`config.mk`:
```
export PLATFORM = sky130hd
export DESIGN_NAME = pvat_trig
export DESIGN_NICKNAME = d
export VERILOG_FILES = /design/src/rtl/pvat_pkg.sv /design/src/rtl/pvat_trig.sv
export SDC_FILE = /design/constraint.sdc
export NUM_CORES = 1
export LEC_CHECK = 0
export BUFFER_PORTS_ARGS = -buffer_cell sky130_fd_sc_hd__buf_2
export CORE_ASPECT_RATIO = 1.75
export CORE_MARGIN = 2
export CORE_UTILIZATION = 23
export CTS_BUF_LIST = sky130_fd_sc_hd__clkbuf_16
export DETAILED_ROUTE_END_ITERATION = 7
export PLACE_DENSITY_LB_ADDON = 0.08
export SLEW_MARGIN = 0
export SYNTH_ARGS = -nofsm -noshare
export SYNTH_HDL_FRONTEND = slang
export SYNTH_SLANG_ARGS = --single-unit
```
`constraint.sdc`:
```
create_clock -name clk -period 11 [get_ports clk]
set_clock_uncertainty 0.15 [all_clocks]
set_input_delay 2.2 -clock clk [delete_from_list [all_inputs] [get_ports clk]]
set_output_delay 2.2 -clock clk [all_outputs]
set_load 0.1 [all_outputs]
```
`src/rtl/pvat_pkg.sv`:
```
// ----------------------------------------------------------------------------
// pvat_pkg
// Shared types, register codes and sine table helpers for the polygon vertex
// affine transform.
// ----------------------------------------------------------------------------
package pvat_pkg;

  localparam int COORD_BITS             = 16;
  localparam int TRIG_FRAC_BITS_DEFAULT = 14;
  localparam int SHIFT_BITS             = 16;
  localparam int SCALE_BITS             = 16;
  localparam int SCALE_FRAC             = 8;
  localparam int ANGLE_BITS             = 9;
  localparam int CFG_IDX_BITS           = 3;
  localparam int CFG_DATA_BITS          = 16;
  localparam int TRIG_TAB_LAST          = 90;

  typedef enum logic [1:0] {
    MODE_TRANSLATE = 2'd0,
    MODE_SCALE     = 2'd1,
    MODE_ROTATE    = 2'd2,
    MODE_PASS      = 2'd3
  } mode_t;

  typedef enum logic [CFG_IDX_BITS-1:0] {
    CFG_MODE    = 3'd0,
    CFG_SHIFT_X = 3'd1,
    CFG_SHIFT_Y = 3'd2,
    CFG_SCALE_X = 3'd3,
    CFG_SCALE_Y = 3'd4,
    CFG_ANGLE   = 3'd5
  } cfg_idx_t;

  typedef struct packed {
    mode_t                  mode;
    logic [SHIFT_BITS-1:0]  shift_x;
    logic [SHIFT_BITS-1:0]  shift_y;
    logic [SCALE_BITS-1:0]  scale_x;
    logic [SCALE_BITS-1:0]  scale_y;
    logic [ANGLE_BITS-1:0]  angle_deg;
  } cfg_t;

  typedef struct packed {
    logic [COORD_BITS-1:0] x_in;
    logic [COORD_BITS-1:0] y_in;
    logic                  first_vertex;
    logic                  last_vertex;
  } vtx_item_t;

  typedef struct packed {
    logic [COORD_BITS-1:0] x_out;
    logic [COORD_BITS-1:0] y_out;
    logic                  last_out;
    logic                  clamped;
  } res_item_t;

  // pi scaled by 2^30
  localparam longint unsigned PI_Q30 = 64'd3373259426;

  // sin of d degrees (0..90) in Q30, Taylor series; elaboration only
  function automatic longint unsigned sin_q30(int unsigned d);
    longint unsigned x;
    longint unsigned x2;
    longint unsigned term;
    longint          sum;
    x    = (64'(d) * PI_Q30 + 64'd90) / 64'd180;
    x2   = (x * x) >> 30;
    term = x;
    sum  = longint'(x);
    for (int k = 1; k <= 8; k++) begin
      term = ((term * x2) >> 30) / 64'((2 * k) * (2 * k + 1));
      if ((k & 1) != 0) begin
        sum = sum - longint'(term);
      end else begin
        sum = sum + longint'(term);
      end
    end
    if (sum < 0) begin
      sum = 0;
    end
    if (sum > (longint'(1) << 30)) begin
      sum = longint'(1) << 30;
    end
    return longint'(sum);
  endfunction

  // sin of d degrees rounded to fb fraction bits
  function automatic longint unsigned sin_frac(int unsigned d, int unsigned fb);
    return (sin_q30(d) + (64'd1 << (29 - fb))) >> (30 - fb);
  endfunction

endpackage

```
`src/rtl/pvat_trig.sv`:
```
// ----------------------------------------------------------------------------
// pvat_trig
// Sine and cosine of the configured angle from a quarter-wave table,
// registered.
// ----------------------------------------------------------------------------
module pvat_trig #(
  parameter int TRIG_FRAC_BITS = pvat_pkg::TRIG_FRAC_BITS_DEFAULT
) (
  input  logic                                 clk,
  input  logic [pvat_pkg::ANGLE_BITS-1:0]      angle_deg,
  output logic signed [TRIG_FRAC_BITS+1:0]     sin_q,
  output logic signed [TRIG_FRAC_BITS+1:0]     cos_q
);
  import pvat_pkg::*;

  localparam int F  = TRIG_FRAC_BITS;
  localparam int RB = $clog2(TRIG_TAB_LAST + 1);

  typedef struct packed {
    logic [RB-1:0] r;
    logic          neg;
  } fold_t;

  logic [F:0]            sin_tab [0:TRIG_TAB_LAST];
  logic [ANGLE_BITS-1:0] a_red;
  logic [ANGLE_BITS:0]   ac_sum;
  logic [ANGLE_BITS-1:0] a_cos;
  fold_t                 fs;
  fold_t                 fc;
  logic [F:0]            mag_s;
  logic [F:0]            mag_c;

  for (genvar i = 0; i <= TRIG_TAB_LAST; i++) begin : g_tab
    assign sin_tab[i] = (F + 1)'(sin_frac(i, F));
  end

  function automatic fold_t fold(logic [ANGLE_BITS-1:0] a);
    fold_t f;
    if (a <= ANGLE_BITS'(90)) begin
      f.r   = RB'(a);
      f.neg = 1'b0;
    end else if (a <= ANGLE_BITS'(180)) begin
      f.r   = RB'(ANGLE_BITS'(180) - a);
      f.neg = 1'b0;
    end else if (a <= ANGLE_BITS'(270)) begin
      f.r   = RB'(a - ANGLE_BITS'(180));
      f.neg = 1'b1;
    end else begin
      f.r   = RB'(ANGLE_BITS'(360) - a);
      f.neg = 1'b1;
    end
    return f;
  endfunction

  always_comb begin
    a_red  = (angle_deg >= ANGLE_BITS'(360)) ? angle_deg - ANGLE_BITS'(360) : angle_deg;
    ac_sum = {1'b0, a_red} + (ANGLE_BITS + 1)'(90);
    a_cos  = (ac_sum >= (ANGLE_BITS + 1)'(360)) ?
             ANGLE_BITS'(ac_sum - (ANGLE_BITS + 1)'(360)) : ANGLE_BITS'(ac_sum);
    fs     = fold(a_red);
    fc     = fold(a_cos);
    mag_s  = sin_tab[fs.r];
    mag_c  = sin_tab[fc.r];
  end

  always_ff @(posedge clk) begin
    sin_q <= fs.neg ? -$signed({1'b0, mag_s}) : $signed({1'b0, mag_s});
    cos_q <= fc.neg ? -$signed({1'b0, mag_c}) : $signed({1'b0, mag_c});
  end

endmodule

```
==> results.toml <==
[status]
status = "complete, no violations"

[clock_tree]
hold_buffers = 0
root_buffer = "clkbuf_16"
cts-resized-gates = 0
cts_setup_buffers = 0
clk_pin_slew_ps = 50
cts_tree = "built"
cts.sinks = 32
clock_path_buffers = 2
cts_buffers = 5
htreeDepth = 2

[place]
dpl.hpwl_mm = 25.81
finalWeightedCongestion = 0.8686
port-buffer-count = 41
dp.cells = 1448

[timing]
hold_viol = 0
drv_slew = 0
max_slew_margin_pct = 18.96
rsz0062_at_grt = "false"
fin_crit_ps = 10280
setup_viol = 0
max_freq_ghz = 0.09723
fin_setup_tns_ps = 0
worstMarginPinSlew_ps = 1216
finalCritPeriodShare_pct = 93.50

[yosys]
synth.area.top_cells = "dfxtp_1 (8.7%), ha_1 (6.1%), a21oi_1 (5.7%)"
ys.flop_type = "dfxtp_1"
synth_most_common_cell = "nand2_1"
synth.net_count = 1099
synth-edff-count = 0
syn_area_um2 = 7330
async_flop_share_pct = 0
synth.avg_cell_area_um2 = 6.967
synth_common_cells = "nand2_1 (104), nor2_1 (92), a21oi_1 (83)"
syn_inst = 1052
yosysTopAreaCell = "dfxtp_1"
synth_cell_types = 106
ys_seq_area_share_pct = 8.740
yosysWarnings = 0
ys_ff_latch = 32
synth_top_area_share_pct = 8.740

[layout]
fillers = 3510
area_growth_syn_to_layout_pct = 11.51
instances_no_fill = 1456
nNetsFinal = 1106
antenna_cells = 0
drive_gt1_share_pct = 15.28

[min_path]
hold_path_depth = 5
hold_path_class = "input pin to flop"
whs_endpoint = "cos_q[0]"
hold_start = "angle_deg[0]"

[worst_setup_path]
cp-end-kind = "flop"
startpoint_type = "input pin"
critPathKind = "input pin to flop"
critPathMaxFanout = 12
worstPathArrival_ps = 10300
worstPathRequired_ps = 11020

[power_and_ir_drop]
powerDensity_nw_per_um2 = 308.7
leakagePower_nw = 2.978
irDropWorstVdd_mv = 0.2164

[drt]
vias = 8788
avgViaCountPerCell = 6.036
drtAntennaViolNets = 0
firstDrtPassIters = 7
first_iter_violations = 752
wl_per_cell_um = 23.17
drc_errors = 0
totalWireLength_mm = 33.73

[die]
initial_core_util_pct = 23.33
core-area_um2 = 31420
die_area_um2 = 33370
io_pins = 42
die_h_um = 240.2
core.rowCount = 86
dieWidth_um = 138.9

[global_routing]
grt.overflow.total = 0
groute.usage.overall_pct = 19.51
grt_max_degree = 44
antenna_found_initial = 0
grt_pass1_vias = 8508
grt_pass1_wl_mm = 51.51

[run]
drv_cap = 0
cell usage in the layout, fill, tap and decap left out, types with 8 or more instances in the layout:
cell and instances:
xor2_1 12, o21ai_1 9, inv_1 27, mux2i_1 18, o21ai_0 72, buf_2 41
a221o_1 8, dfxtp_1 32, ha_1 36, o221ai_1 11, and3_1 14, nand4_1 12
nor2_1 92, a211o_1 12, a211oi_1 39, a311oi_1 9, a21oi_1 83, nand2_1 104
or3_1 8, xnor2_1 18, a31oi_1 20, and2_1 9, nor3_1 27, o31ai_1 12
nand3_1 46, o22ai_1 13, o2111ai_1 8, o211ai_1 21, buf_4 47
metal layers:
layer	share of wire, %	wire [um]	track usage, %
met2	54	18310	38.14
met3	3.7	1235	0.8962
met5	0	0	0
met1	37	12380	20.86
met4	5.4	1812	10.50
registers in the layout (all words and copies together) (netlist names):
signal / count
sin_q: 16
cos_q: 16
layout make-up:
type	count	area, um^2	area share (%)
clock buffers	5	125.1	1.531
flip-flops and latches	32	640.6	7.838
repair buffers	88	558.0	6.828
well taps	396	495.5	6.062
clock inverters	3	11.26	0.1378
multi-input cells	902	6230	76.22
inverters	30	112.6	1.378
stage by stage:
stage / hold WS, ps / utilization, % / cell area, um^2 / setup WS (ps) / total power [mW]
2_1_floorplan: 2597 / - / 7330 / 1059 / 1.838
3_3_place_gp: 2600 / 25.58 / 8036 / 474.5 / 2.407
3_5_place_dp: 2601 / 25.58 / 8036 / 484.2 / 2.372
4_1_cts: 2661 / 26.01 / 8173 / 769.4 / 2.510
5_1_grt: 2754 / 26.01 / 8173 / 72.25 / 2.685
6_report: 2713 / 26.01 / 8173 / 715.3 / 2.523
worst max-delay path, stage by stage:
cell	delay [ps]
buf_2	180
inv_1	90
ha_1	230
nand3b_1	390
o221ai_1	360
nor2_1	70
buf_4	180
ha_1	190
and2_1	210
nor3_1	210
buf_4	170
nor4bb_1	470
or2_1	450
nor2_1	170
o311ai_1	960
nor2_1	140
a311oi_2	370
o31a_2	340
nand2_1	350
o21ai_1	310
a221oi_1	130
a2111oi_0	620
or2_2	220
ha_1	170
nand3_1	100
or4b_4	570
or2_0	220
o221a_1	210
cell families after synthesis:
| group | after synthesis | share of synthesized area [%] |
|---|---|---|
| AO/OA/AOI/OAI | 436 | 43.68 |
| XOR/XNOR | 36 | 4.404 |
| adder cells (fa/ha/maj) | 37 | 6.419 |
| buffers and inverters | 118 | 7.272 |
| flip-flops | 32 | 8.740 |
| multiplexers | 29 | 4.797 |
| AND/OR/NAND/NOR | 364 | 24.68 |
power breakdown:
part	internal [mW]	switching (mW)	total, mW
Clock	0.0810	0.0460	0.127
Sequential	0.182	0.0124	0.194
Combinational	0.643	1.56	2.20
worst max path at each step:
stage,start,end,slack (ps),cells past startpoint
floorplan,angle_deg[3],cos_q[14],1060,35
global placement,angle_deg[3],cos_q[15],470,26
detailed placement,angle_deg[3],cos_q[14],480,28
CTS,angle_deg[3],cos_q[14],770,28
global route,angle_deg[3],cos_q[14],70,38
finish,angle_deg[3],cos_q[14],720,28
Note: power is estimated with default switching activity, not from simulation.
