===== src/rtl/pvat_pkg.sv =====
// ----------------------------------------------------------------------------
// pvat_pkg
// Shared types, register codes and sine table helpers for the polygon vertex
// affine transform.
// ----------------------------------------------------------------------------
package pvat_pkg;

  localparam int COORD_BITS             = 16;
  localparam int TRIG_FRAC_BITS_DEFAULT = 14;
  localparam int SHIFT_BITS             = 16;
  localparam int SCALE_BITS             = 16;
  localparam int SCALE_FRAC             = 8;
  localparam int ANGLE_BITS             = 9;
  localparam int CFG_IDX_BITS           = 3;
  localparam int CFG_DATA_BITS          = 16;
  localparam int TRIG_TAB_LAST          = 90;

  typedef enum logic [1:0] {
    MODE_TRANSLATE = 2'd0,
    MODE_SCALE     = 2'd1,
    MODE_ROTATE    = 2'd2,
    MODE_PASS      = 2'd3
  } mode_t;

  typedef enum logic [CFG_IDX_BITS-1:0] {
    CFG_MODE    = 3'd0,
    CFG_SHIFT_X = 3'd1,
    CFG_SHIFT_Y = 3'd2,
    CFG_SCALE_X = 3'd3,
    CFG_SCALE_Y = 3'd4,
    CFG_ANGLE   = 3'd5
  } cfg_idx_t;

  typedef struct packed {
    mode_t                  mode;
    logic [SHIFT_BITS-1:0]  shift_x;
    logic [SHIFT_BITS-1:0]  shift_y;
    logic [SCALE_BITS-1:0]  scale_x;
    logic [SCALE_BITS-1:0]  scale_y;
    logic [ANGLE_BITS-1:0]  angle_deg;
  } cfg_t;

  typedef struct packed {
    logic [COORD_BITS-1:0] x_in;
    logic [COORD_BITS-1:0] y_in;
    logic                  first_vertex;
    logic                  last_vertex;
  } vtx_item_t;

  typedef struct packed {
    logic [COORD_BITS-1:0] x_out;
    logic [COORD_BITS-1:0] y_out;
    logic                  last_out;
    logic                  clamped;
  } res_item_t;

  // pi scaled by 2^30
  localparam longint unsigned PI_Q30 = 64'd3373259426;

  // sin of d degrees (0..90) in Q30, Taylor series; elaboration only
  function automatic longint unsigned sin_q30(int unsigned d);
    longint unsigned x;
    longint unsigned x2;
    longint unsigned term;
    longint          sum;
    x    = (64'(d) * PI_Q30 + 64'd90) / 64'd180;
    x2   = (x * x) >> 30;
    term = x;
    sum  = longint'(x);
    for (int k = 1; k <= 8; k++) begin
      term = ((term * x2) >> 30) / 64'((2 * k) * (2 * k + 1));
      if ((k & 1) != 0) begin
        sum = sum - longint'(term);
      end else begin
        sum = sum + longint'(term);
      end
    end
    if (sum < 0) begin
      sum = 0;
    end
    if (sum > (longint'(1) << 30)) begin
      sum = longint'(1) << 30;
    end
    return longint'(sum);
  endfunction

  // sin of d degrees rounded to fb fraction bits
  function automatic longint unsigned sin_frac(int unsigned d, int unsigned fb);
    return (sin_q30(d) + (64'd1 << (29 - fb))) >> (30 - fb);
  endfunction

endpackage


===== src/rtl/pvat_cfg.sv =====
// ----------------------------------------------------------------------------
// pvat_cfg
// Configuration register file: mode, shift, scale and angle registers.
// ----------------------------------------------------------------------------
module pvat_cfg (
  input  logic                                 clk,
  input  logic                                 rst,
  input  logic                                 cfg_valid,
  output logic                                 cfg_ready,
  input  logic [pvat_pkg::CFG_IDX_BITS-1:0]    cfg_index,
  input  logic [pvat_pkg::CFG_DATA_BITS-1:0]   cfg_data,
  output pvat_pkg::cfg_t                       cfg
);
  import pvat_pkg::*;

  assign cfg_ready = 1'b1;

  always_ff @(posedge clk) begin
    if (rst) begin
      cfg.mode      <= MODE_TRANSLATE;
      cfg.shift_x   <= '0;
      cfg.shift_y   <= '0;
      cfg.scale_x   <= SCALE_BITS'(1 << SCALE_FRAC);
      cfg.scale_y   <= SCALE_BITS'(1 << SCALE_FRAC);
      cfg.angle_deg <= '0;
    end else if (cfg_valid) begin
      case (cfg_index)
        CFG_MODE:    cfg.mode      <= mode_t'(cfg_data[1:0]);
        CFG_SHIFT_X: cfg.shift_x   <= cfg_data[SHIFT_BITS-1:0];
        CFG_SHIFT_Y: cfg.shift_y   <= cfg_data[SHIFT_BITS-1:0];
        CFG_SCALE_X: cfg.scale_x   <= cfg_data[SCALE_BITS-1:0];
        CFG_SCALE_Y: cfg.scale_y   <= cfg_data[SCALE_BITS-1:0];
        CFG_ANGLE:   cfg.angle_deg <= cfg_data[ANGLE_BITS-1:0];
        default: begin
        end
      endcase
    end
  end

endmodule


===== config.mk =====
export PLATFORM = sky130hd
export DESIGN_NAME = pvat_cfg
export DESIGN_NICKNAME = d
export VERILOG_FILES = /design/src/rtl/pvat_pkg.sv /design/src/rtl/pvat_cfg.sv
export SDC_FILE = /design/constraint.sdc
export NUM_CORES = 1
export LEC_CHECK = 0
export ABC_AREA = 1
export BUFFER_PORTS_ARGS = -buffer_cell sky130_fd_sc_hd__buf_2
export CAP_MARGIN = 20
export CORE_AREA = 4 4 85 119
export CTS_CLUSTER_DIAMETER = 40
export DETAILED_ROUTE_END_ITERATION = 7
export DIE_AREA = 0 0 89 123
export PLACE_DENSITY = 0.58
export SYNTH_ARGS = -nofsm -noshare
export SYNTH_HDL_FRONTEND = slang
export SYNTH_SLANG_ARGS = --single-unit

===== constraint.sdc =====
create_clock -name clk -period 1.32 [get_ports clk]
set_clock_uncertainty 0.15 [all_clocks]
set_input_delay 0.132 -clock clk [delete_from_list [all_inputs] [get_ports clk]]
set_output_delay 0.132 -clock clk [all_outputs]
set_load 0.01 [all_outputs]

==> results of run 1 <==
==> metal layers <==
layer	wire length (um)	GRT usage	part of all wire
met4	148	0.0745	0.016
met5	0	0	0
met2	4690	0.295	0.52
met3	619	0.0513	0.068
met1	3620	0.206	0.40
==> cell type report <==
cell class,instances,area [um^2]
Inverter,23,86.3
Clock buffer,12,256
Sequential cell,75,1500
Clock inverter,4,120
Multi-Input combinational cell,315,1390
Fill cell,951,4860
Tap cell,107,134
Timing Repair Buffer,105,626
==> power breakdown <==
part | total, W | internal (W) | switching [W]
registers | 0.00239 | 0.00234 | 0.0000427
clock network | 0.00305 | 0.00214 | 0.000907
logic | 0.000600 | 0.000217 | 0.000383
==> worst max path at each step <==
stage,startpoint,endpoint,slack (ns),cells past startpoint
after floorplan,cfg_valid,cfg[52]$_SDFFE_PP0P_,0.25,7
after global placement,cfg_index[2],cfg[46]$_SDFFE_PP0P_,0.09,6
after detailed placement,cfg_index[0],cfg[18]$_SDFFE_PP0P_,0.06,6
after CTS,cfg[10]$_SDFFE_PP0P_,cfg[10],0.18,1
after global routing,cfg[10]$_SDFFE_PP0P_,cfg[10],0.16,1
final,cfg[56]$_SDFFE_PP0P_,cfg[56],0.20,1
==> logic make-up after synthesis <==
family | synth area share
flops | 0.480
compound gates | 0.00320
simple gates | 0.439
other cells | 0.00120
buf+inv | 0.0764
==> cells in the final DEF (no fill, tap or decap), types with 2 or more instances in the layout <==
cell and instances:
clkbuf_16 9, clkbuf_8 2, bufinv_16 4, nor2_2 22
o21ai_0 2, nor2_4 7, buf_12 6, inv_2 4
nand2_2 3, dfxtp_1 75, buf_2 96, buf_4 2
nand2_1 78, nand3_1 75, inv_1 19, nor2_1 127
==> metrics by stage <==
stage	setup WS, ns	hold slack [ns]
2_1_floorplan	0.253	0.108
3_3_place_gp	0.0883	0.223
3_5_place_dp	0.0565	0.230
4_1_cts	0.176	0.0622
5_1_grt	0.155	0.0856
6_report	0.204	0.0716
==> repair_timing <==
item / CTS / global route
endpoints found under the setup margin: 0 / 0
endpoints found under the hold margin: 2 / 0
hold buffers: 1 / 0
==> results_dict.tcl, run 1 <==
set metrics [dict create \
    largest_reg_flops 75 \
    grt_pass1_vias 2821 \
    r2r-start "cfg[17]$_SDFFE_PP1P_" \
    period_minus_slack_ns 1.12 \
    die_w_um 89 \
    worstSetupPathType "reg -> out" \
    crit_family "flip-flops" \
    cp-start-kind "flop" \
    status "finished, final reports clean" \
    vdd_drop_max_mv 0.645 \
    rsz0062_at_grt "no" \
    hold_path.class "in -> reg" \
    synth_seq_area_share 0.480 \
    drive_gt1_frac 0.290 \
    synthCells 438 \
    cts_setup_buffers 0 \
    clock_sinks 75 \
    synth_edf_count 0 \
    min_path_cells 5 \
    synth_area_leader_cell "dfxtp_1" \
    synth_area_per_cell_um2 7.14 \
    vias_per_cell 4.66 \
    ant_nets 0 \
    synthTopCellsByCount "nor2_1 (127), nand2_1 (78), dfxtp_1 (75), nand3_1 (75), nor2_2 (23)" \
    ios 98 \
    stdcell_count 641 \
    cts_buffers 9 \
    worst_path_max_delay_cell "dfxtp_1" \
    grt_pass1_wl_um 14400 \
    cts_max_level 3 \
    num_antenna_cells 0 \
    drt-initial-drc-count 210 \
    synth_top_area_frac 0.480 \
    dpl.cell_count 624 \
    fin_util 0.459 \
    finalNetCount 551 \
    post_drt_wl_per_cell_um 14.2 \
    path_buf_inv 1 \
    drc 0 \
    synth-seq-cells 75 \
    critical_path.max_fanout 2 \
    syn_area_mm2 0.00313 \
    io_buffers 96 \
    die_area_mm2 0.0109 \
    cts-resized-gates 0 \
    setup-violations-final 0 \
    syn2layout_area_growth_pct 31.6 \
    yosys_warnings 0 \
    hold_viol 0 \
    place_congestion 0.869 \
    endpoint_kind "output pin" \
    largest_register "cfg" \
    start_util 0.349 \
    cellPowerDensity_mw_per_mm2 1470 \
    cp_slowest_stage_delay_ns 0.36 \
    arrival_ns 0.83 \
    regToRegSetupSlack_ns 0.57 \
    synth_cell_types 17 \
    grt_antenna_before_repair 0 \
    timing.final.crit_share 0.846 \
    placementRows 41 \
    ff2ff_path_depth 2 \
    required_ns 1.04 \
    total_power_w 0.00604 \
    insertion_delay_ns 0.33 \
    cts_tree "done" \
    cp_cell_sequence "buf_2" \
    gr-total-overflow 0 \
    max-clock-path-buffers 2 \
    drv_cap 0 \
    dr_total_vias 2989 \
    fin_setup_tns_ns 0 \
    design_area_mm2 0.00412 \
    max_freq_ghz 0.896 \
    finalMaxSlewViolations 0 \
    dp_hpwl_um 6520 \
    timing.rr.end "cfg[17]$_SDFFE_PP1P_" \
    synth-async-reset-ratio 0 \
    p_leak_nw 2.01 \
    grt_use_total 0.176 \
    yosys-top-cells-area "dfxtp_1 (48%), nor2_1 (15%), nand3_1 (12%)" \
    drt-total-wl_um 9080 \
    min_from "cfg_data[15]" \
    die_h_um 123 \
    synthFlopType "dfxtp_1" \
    yosysMostFrequentCell "nor2_1" \
    ctsRootBufferMaster "clkbuf_16" \
    placement.cell_area_mm2 0.00373 \
    clk_pin_slew_ns 0.06 \
    grt_start_max_net_pins 76 \
    hold_end "cfg[56]$_SDFFE_PP0P_" \
    syn_nets 460 \
    core_area_mm2 0.00898 \
    top_regs "cfg x75" \
    drt_pass1_iterations 4 \
]
Power figures use the tool's default switching activity.
==> inputs of run 2 (changes only) <==
ABC_AREA = 0   (was 1)
CORE_AREA = 4 4 84 117   (was 4 4 85 119)
DIE_AREA = 0 0 88 121   (was 0 0 89 123)
clock period = 1.1 ns   (was 1.32 ns; I/O delays follow)
==> run 2 against run 1 <==
Sequential power rose by 18%. Largest cell class unchanged. Die area fell by 2.7%. First-iteration DRC count fell by 73%. Sequential share of layout area fell by 0.28 points. Synthesized cell count fell by 38%. Cell count fell by 22%. Largest power group unchanged. Highest routed layer unchanged. Critical endpoint is now cfg[50]. Register-to-register slack got worse by 0.23 ns. Cell area rose by 1.9%. The flow now finishes with violations (hold timing). Non-clock buffer count rose by 22. Via count fell by 24%. Utilization rose by 1.4 points. Routed wire length fell by 17%.
==> results_dict.tcl, run 2 <==
set metrics [dict create \
    cp_cell_sequence "buf_2" \
    dpl.cell_count 479 \
    power.switching_w 0.00134 \
    p_int_w 0.00492 \
    grt_pass1_vias 2273 \
    insertion_delay_ns 0.32 \
    synth_area_leader_cell "dfxtp_1" \
    yosys_warnings 0 \
    vias_per_cell 4.53 \
    synth_area_per_cell_um2 11.1 \
    gr-total-overflow 0 \
    p_leak_nw 2.19 \
    die_w_um 88 \
    synth_top_area_frac 0.500 \
    worstSetupPathType "reg -> out" \
    drt-total-wl_um 7500 \
    synthCells 271 \
    finalNetCount 411 \
    grt_use_total 0.146 \
    grt_start_max_net_pins 28 \
    place_congestion 0.721 \
    total_power_w 0.00626 \
    drt-initial-drc-count 56 \
    cts_max_level 3 \
    cts_tree "done" \
    synth-seq-cells 75 \
    synth_seq_area_share 0.500 \
    endpoint_kind "output pin" \
    layout_common_cells "buf_2 (94), nand2b_1 (89), mux2i_1 (75)" \
    core_area_mm2 0.00887 \
    syn_area_mm2 0.00301 \
    largest_reg_flops 75 \
    timing.final.crit_share 0.970 \
    arrival_ns 0.81 \
    syn_nets 293 \
    clock_sinks 75 \
    finalMaxSlewViolations 0 \
    fin_util 0.473 \
    cp-start-kind "flop" \
    seq_power_share 0.449 \
    drive_gt1_frac 0.377 \
    ant_nets 0 \
    synthFlopType "dfxtp_1" \
    cp_slowest_stage_delay_ns 0.34 \
    stdcell_count 500 \
    fin_setup_tns_ns 0 \
    synthTopCellsByCount "nand2b_1 (89), dfxtp_1 (75), mux2i_1 (75)" \
    cellPowerDensity_mw_per_mm2 1490 \
    design_area_mm2 0.00419 \
    cts_buffers 9 \
    drv_cap 0 \
    grt_antenna_before_repair 0 \
    p_comb_frac 0.082 \
    synth_cell_types 13 \
    yosys-top-cells-area "dfxtp_1 (50%), mux2i_1 (25%), nand2b_1 (19%)" \
    largest_register "cfg" \
    placement.cell_area_mm2 0.00381 \
    start_util 0.339 \
    violations "hold timing" \
    placementRows 41 \
    vdd_drop_max_mv 0.863 \
    grt_pass1_wl_um 11800 \
    syn2layout_area_growth_pct 39.6 \
    whs_ns -0.00215 \
    max_freq_ghz 0.937 \
    worst_path_max_delay_cell "dfxtp_1" \
    cts_setup_buffers 0 \
    synth-async-reset-ratio 0 \
    p_clk_frac 0.469 \
    path_buf_inv 1 \
    dr_total_vias 2265 \
    ctsRootBufferMaster "clkbuf_16" \
    dp_hpwl_um 5450 \
    num_antenna_cells 0 \
    yosysMostFrequentCell "nand2b_1" \
    setup-violations-final 0 \
    hold_path.class "in -> reg" \
    required_ns 0.84 \
    critical_path.max_fanout 2 \
    io_buffers 96 \
    die_area_mm2 0.0106 \
    max-clock-path-buffers 2 \
    drc 0 \
    die_h_um 121 \
    final_common_cell "buf_2" \
    period_minus_slack_ns 1.07 \
    clk_pin_slew_ns 0.05 \
    status "complete, but fails checks" \
    p_sw_frac 0.214 \
    hold_viol 1 \
    ios 98 \
    post_drt_wl_per_cell_um 15.0 \
    drt_pass1_iterations 4 \
    crit_family "flip-flops" \
    synth_edf_count 0 \
    top_regs "cfg x75" \
]
## run 2: cell count changes in the layout (fill, tap and decap cells not counted), moves of 15 or more
cell,delta
buf_4,+15
inv_1,-19
mux2i_1,+75
nand2_1,-78
nand2b_1,+89
nand3_1,-75
nor2_1,-124
nor2_2,-22
## run 2: what timing repair did
item,in CTS,in global routing
hold endpoints to repair,20,0
endpoints found under the setup margin,3,12
gates resized for setup,3,12
hold buffers,6,0
## run 2: cells by family (layout without fill, tap and decap cells)
group,after synthesis,in the layout,synth area share
DFF,75,75,0.500
muxes,75,75,0.250
other,1,1,0.00125
buffers and inverters,20,142,0.0325
and+or+nand+nor,100,100,0.217
## run 2: cell type report
class | count | area (um^2)
Tap cell | 107 | 134
Sequential cell | 75 | 1520
Clock buffer | 13 | 260
Clock inverter | 2 | 35.0
Multi-Input combinational cell | 176 | 1410
Timing Repair Buffer | 127 | 841
Fill cell | 857 | 4680
## run 2: worst paths after layout
| check | from | slack [ns] | cells past startpoint | end |
|---|---|---|---|---|
| worst max-delay path | cfg[50]$_SDFFE_PP0P_ | 0.03 | 1 | cfg[50] |
| worst min-delay path | cfg_data[15] | -0.002 | 3 | cfg[24]$_SDFFE_PP0P_ |
| worst max register to register | cfg[72]$_SDFFE_PP0P_ | 0.34 | 2 | cfg[72]$_SDFFE_PP0P_ |
| worst min register to register | cfg[10]$_SDFFE_PP0P_ | 0.32 | 2 | cfg[10]$_SDFFE_PP0P_ |
## run 2: per-stage QoR
stage / hold WS, ns / setup slack (ns)
floorplan: 0.131 / 0.0136
global placement: 0.274 / -0.126
detailed placement: 0.289 / -0.151
CTS: 0.00157 / 0.00362
global route: 0.0291 / -0.00399
finish: -0.00215 / 0.0333
## run 2: power groups by stage
stage                     logic (W)  registers [W]  clock network (W)
after floorplan            0.000229        0.00289                  0
after global placement     0.000497        0.00287                  0
after detailed placement   0.000503        0.00287                  0
after CTS                  0.000521        0.00281            0.00301
after global routing       0.000559        0.00282            0.00314
final                      0.000512        0.00281            0.00294
## run 2: metal layers
| metal | global-route usage | routed length, um |
|---|---|---|
| met5 | 0 | 0 |
| met4 | 0.0691 | 156 |
| met3 | 0.0353 | 405 |
| met2 | 0.246 | 3780 |
| met1 | 0.172 | 3160 |
==> inputs of run 3 (changes only) <==
clock period = 1.15 ns   (was 1.1 ns; I/O delays follow)
==> run 3 against run 2 <==
The run now ends clean. Total power decreased by 9.7%. Routed wire length down 1.4%. Die area unchanged. Cell area fell by 2.2%. Hold slack improved by 0.0096 ns. Register-to-register slack better by 0.03 ns. Non-clock buffer count decreased by 3. Sequential cell count unchanged. Largest power group is now registers.
==> results_dict.tcl, run 3 (synthesized netlist as in run 2, its figures left out) <==
set metrics [dict create \
    post_drt_wl_per_cell_um 14.9 \
    worst_path_max_delay_cell "dfxtp_1" \
    period_minus_slack_ns 1.10 \
    insertion_delay_ns 0.32 \
    status "finished, final reports clean" \
    cp-startpoint "cfg[48]$_SDFFE_PP0P_" \
    drc 0 \
    endpoint_kind "output pin" \
    grt_use_total 0.146 \
    cts_setup_buffers 0 \
    worstSetupPathType "reg -> out" \
    setup-violations-final 0 \
    grt_pass1_wl_um 11700 \
    drt_pass1_iterations 4 \
    die_h_um 121 \
    crit_family "flip-flops" \
    clk_pin_slew_ns 0.05 \
    layout_common_cells "buf_2 (96), nand2b_1 (89), mux2i_1 (75), dfxtp_1 (75), buf_4 (14)" \
    fin_util 0.462 \
    finalMaxSlewViolations 0 \
    die_area_mm2 0.0106 \
    hold_path.class "in -> reg" \
    finalNetCount 408 \
    cellPowerDensity_mw_per_mm2 1380 \
    vdd_drop_max_mv 0.760 \
    core_area_mm2 0.00887 \
    p_leak_nw 2.14 \
    required_ns 0.88 \
    drive_gt1_frac 0.333 \
    cp-start-kind "flop" \
    timing.rr.end "cfg[31]$_SDFFE_PP0P_" \
    num_antenna_cells 0 \
    dr_total_vias 2225 \
    syn2layout_area_growth_pct 36.4 \
    fin_setup_tns_ns 0 \
    timing.final.crit_share 0.955 \
    final_common_cell "buf_2" \
    ios 98 \
    critical_path.max_fanout 2 \
    die_w_um 88 \
    drt-initial-drc-count 50 \
    dp_hpwl_um 5350 \
    drt-total-wl_um 7400 \
    start_util 0.339 \
    r2r-start "cfg[31]$_SDFFE_PP0P_" \
    ctsRootBufferMaster "clkbuf_16" \
    rsz0062_at_grt "no" \
    cts_buffers 9 \
    largest_reg_flops 75 \
    gr-total-overflow 0 \
    crit_cells 1 \
    vias_per_cell 4.48 \
    drv_cap 0 \
    regToRegSetupSlack_ns 0.37 \
    arrival_ns 0.83 \
    grt_pass1_vias 2297 \
    hold_viol 0 \
    cts_tree "done" \
    seq_area_mm2 0.00150 \
    clock_sinks 75 \
    endpoint "cfg[48]" \
    grt_start_max_net_pins 35 \
    top_regs "cfg x75" \
    ant_nets 0 \
    path_buf_inv 1 \
    placementRows 41 \
    largest_register "cfg" \
    place_congestion 0.707 \
    max-clock-path-buffers 2 \
    io_buffers 96 \
    ff2ff_path_depth 2 \
    max_freq_ghz 0.910 \
    grt_antenna_before_repair 0 \
    cp_cell_sequence "buf_2" \
    cts_max_level 3 \
    multi_input_area_mm2 0.00141 \
    fill_cells 867 \
    cp_slowest_stage_delay_ns 0.36 \
]
-- run 3: cell count changes in the layout (fill, tap and decap cells not counted), sizes merged --
cell and delta:
buf -4, bufinv -1, clkinvlp +1, dlygate4sd3 +1
-- run 3: power by group --
| group | switching (W) | internal [W] |
|---|---|---|
| Sequential | 0.0000294 | 0.00266 |
| Combinational | 0.000223 | 0.000252 |
| Clock | 0.000992 | 0.00150 |
| Total | 0.00124 | 0.00441 |
-- run 3: stage by stage --
stage	instance area (um^2)	cells	hold WS, ns	power (W)	setup slack [ns]
detailed placement	3770	475	0.297	0.00321	-0.159
finish	4100	497	0.00741	0.00566	0.0517
global route	4100	497	0.0214	0.00589	0.0121
global placement	3770	475	0.278	0.00320	-0.0878
CTS	4100	497	0.00221	0.00575	0.0275
floorplan	3010	271	0.136	0.00299	0.0586
-- run 3: routing by layer --
layer,share of wire,global-route usage
met1,0.41,0.173
met2,0.51,0.241
met3,0.057,0.0306
met4,0.026,0.0835
met5,0,0
-- run 3: how the worst min path moves through the flow --
stage,startpoint,to,slack [ns],depth (start not counted)
6_report,cfg_data[15],cfg[40]$_SDFFE_PP0P_,0.007,3
5_1_grt,cfg_data[15],cfg[24]$_SDFFE_PP0P_,0.02,3
4_1_cts,cfg_data[15],cfg[24]$_SDFFE_PP0P_,0.002,3
3_5_place_dp,cfg_data[8],cfg[33]$_SDFFE_PP1P_,0.30,3
3_3_place_gp,cfg_data[8],cfg[33]$_SDFFE_PP1P_,0.28,3
2_1_floorplan,cfg_data[8],cfg[17]$_SDFFE_PP1P_,0.14,2
-- run 3: final cells by class --
type                            instances  area share
Clock buffer                           13      0.0610
Clock inverter                          2     0.00305
Multi-Input combinational cell        176       0.343
Sequential cell                        75       0.366
Tap cell                              107      0.0327
Timing Repair Buffer                  124       0.194
-- run 3: repair_timing --
item / 4_1_cts / 5_1_grt
hold buffers: 7 / 0
resized for setup: 0 / 0
hold endpoints to repair: 21 / 0
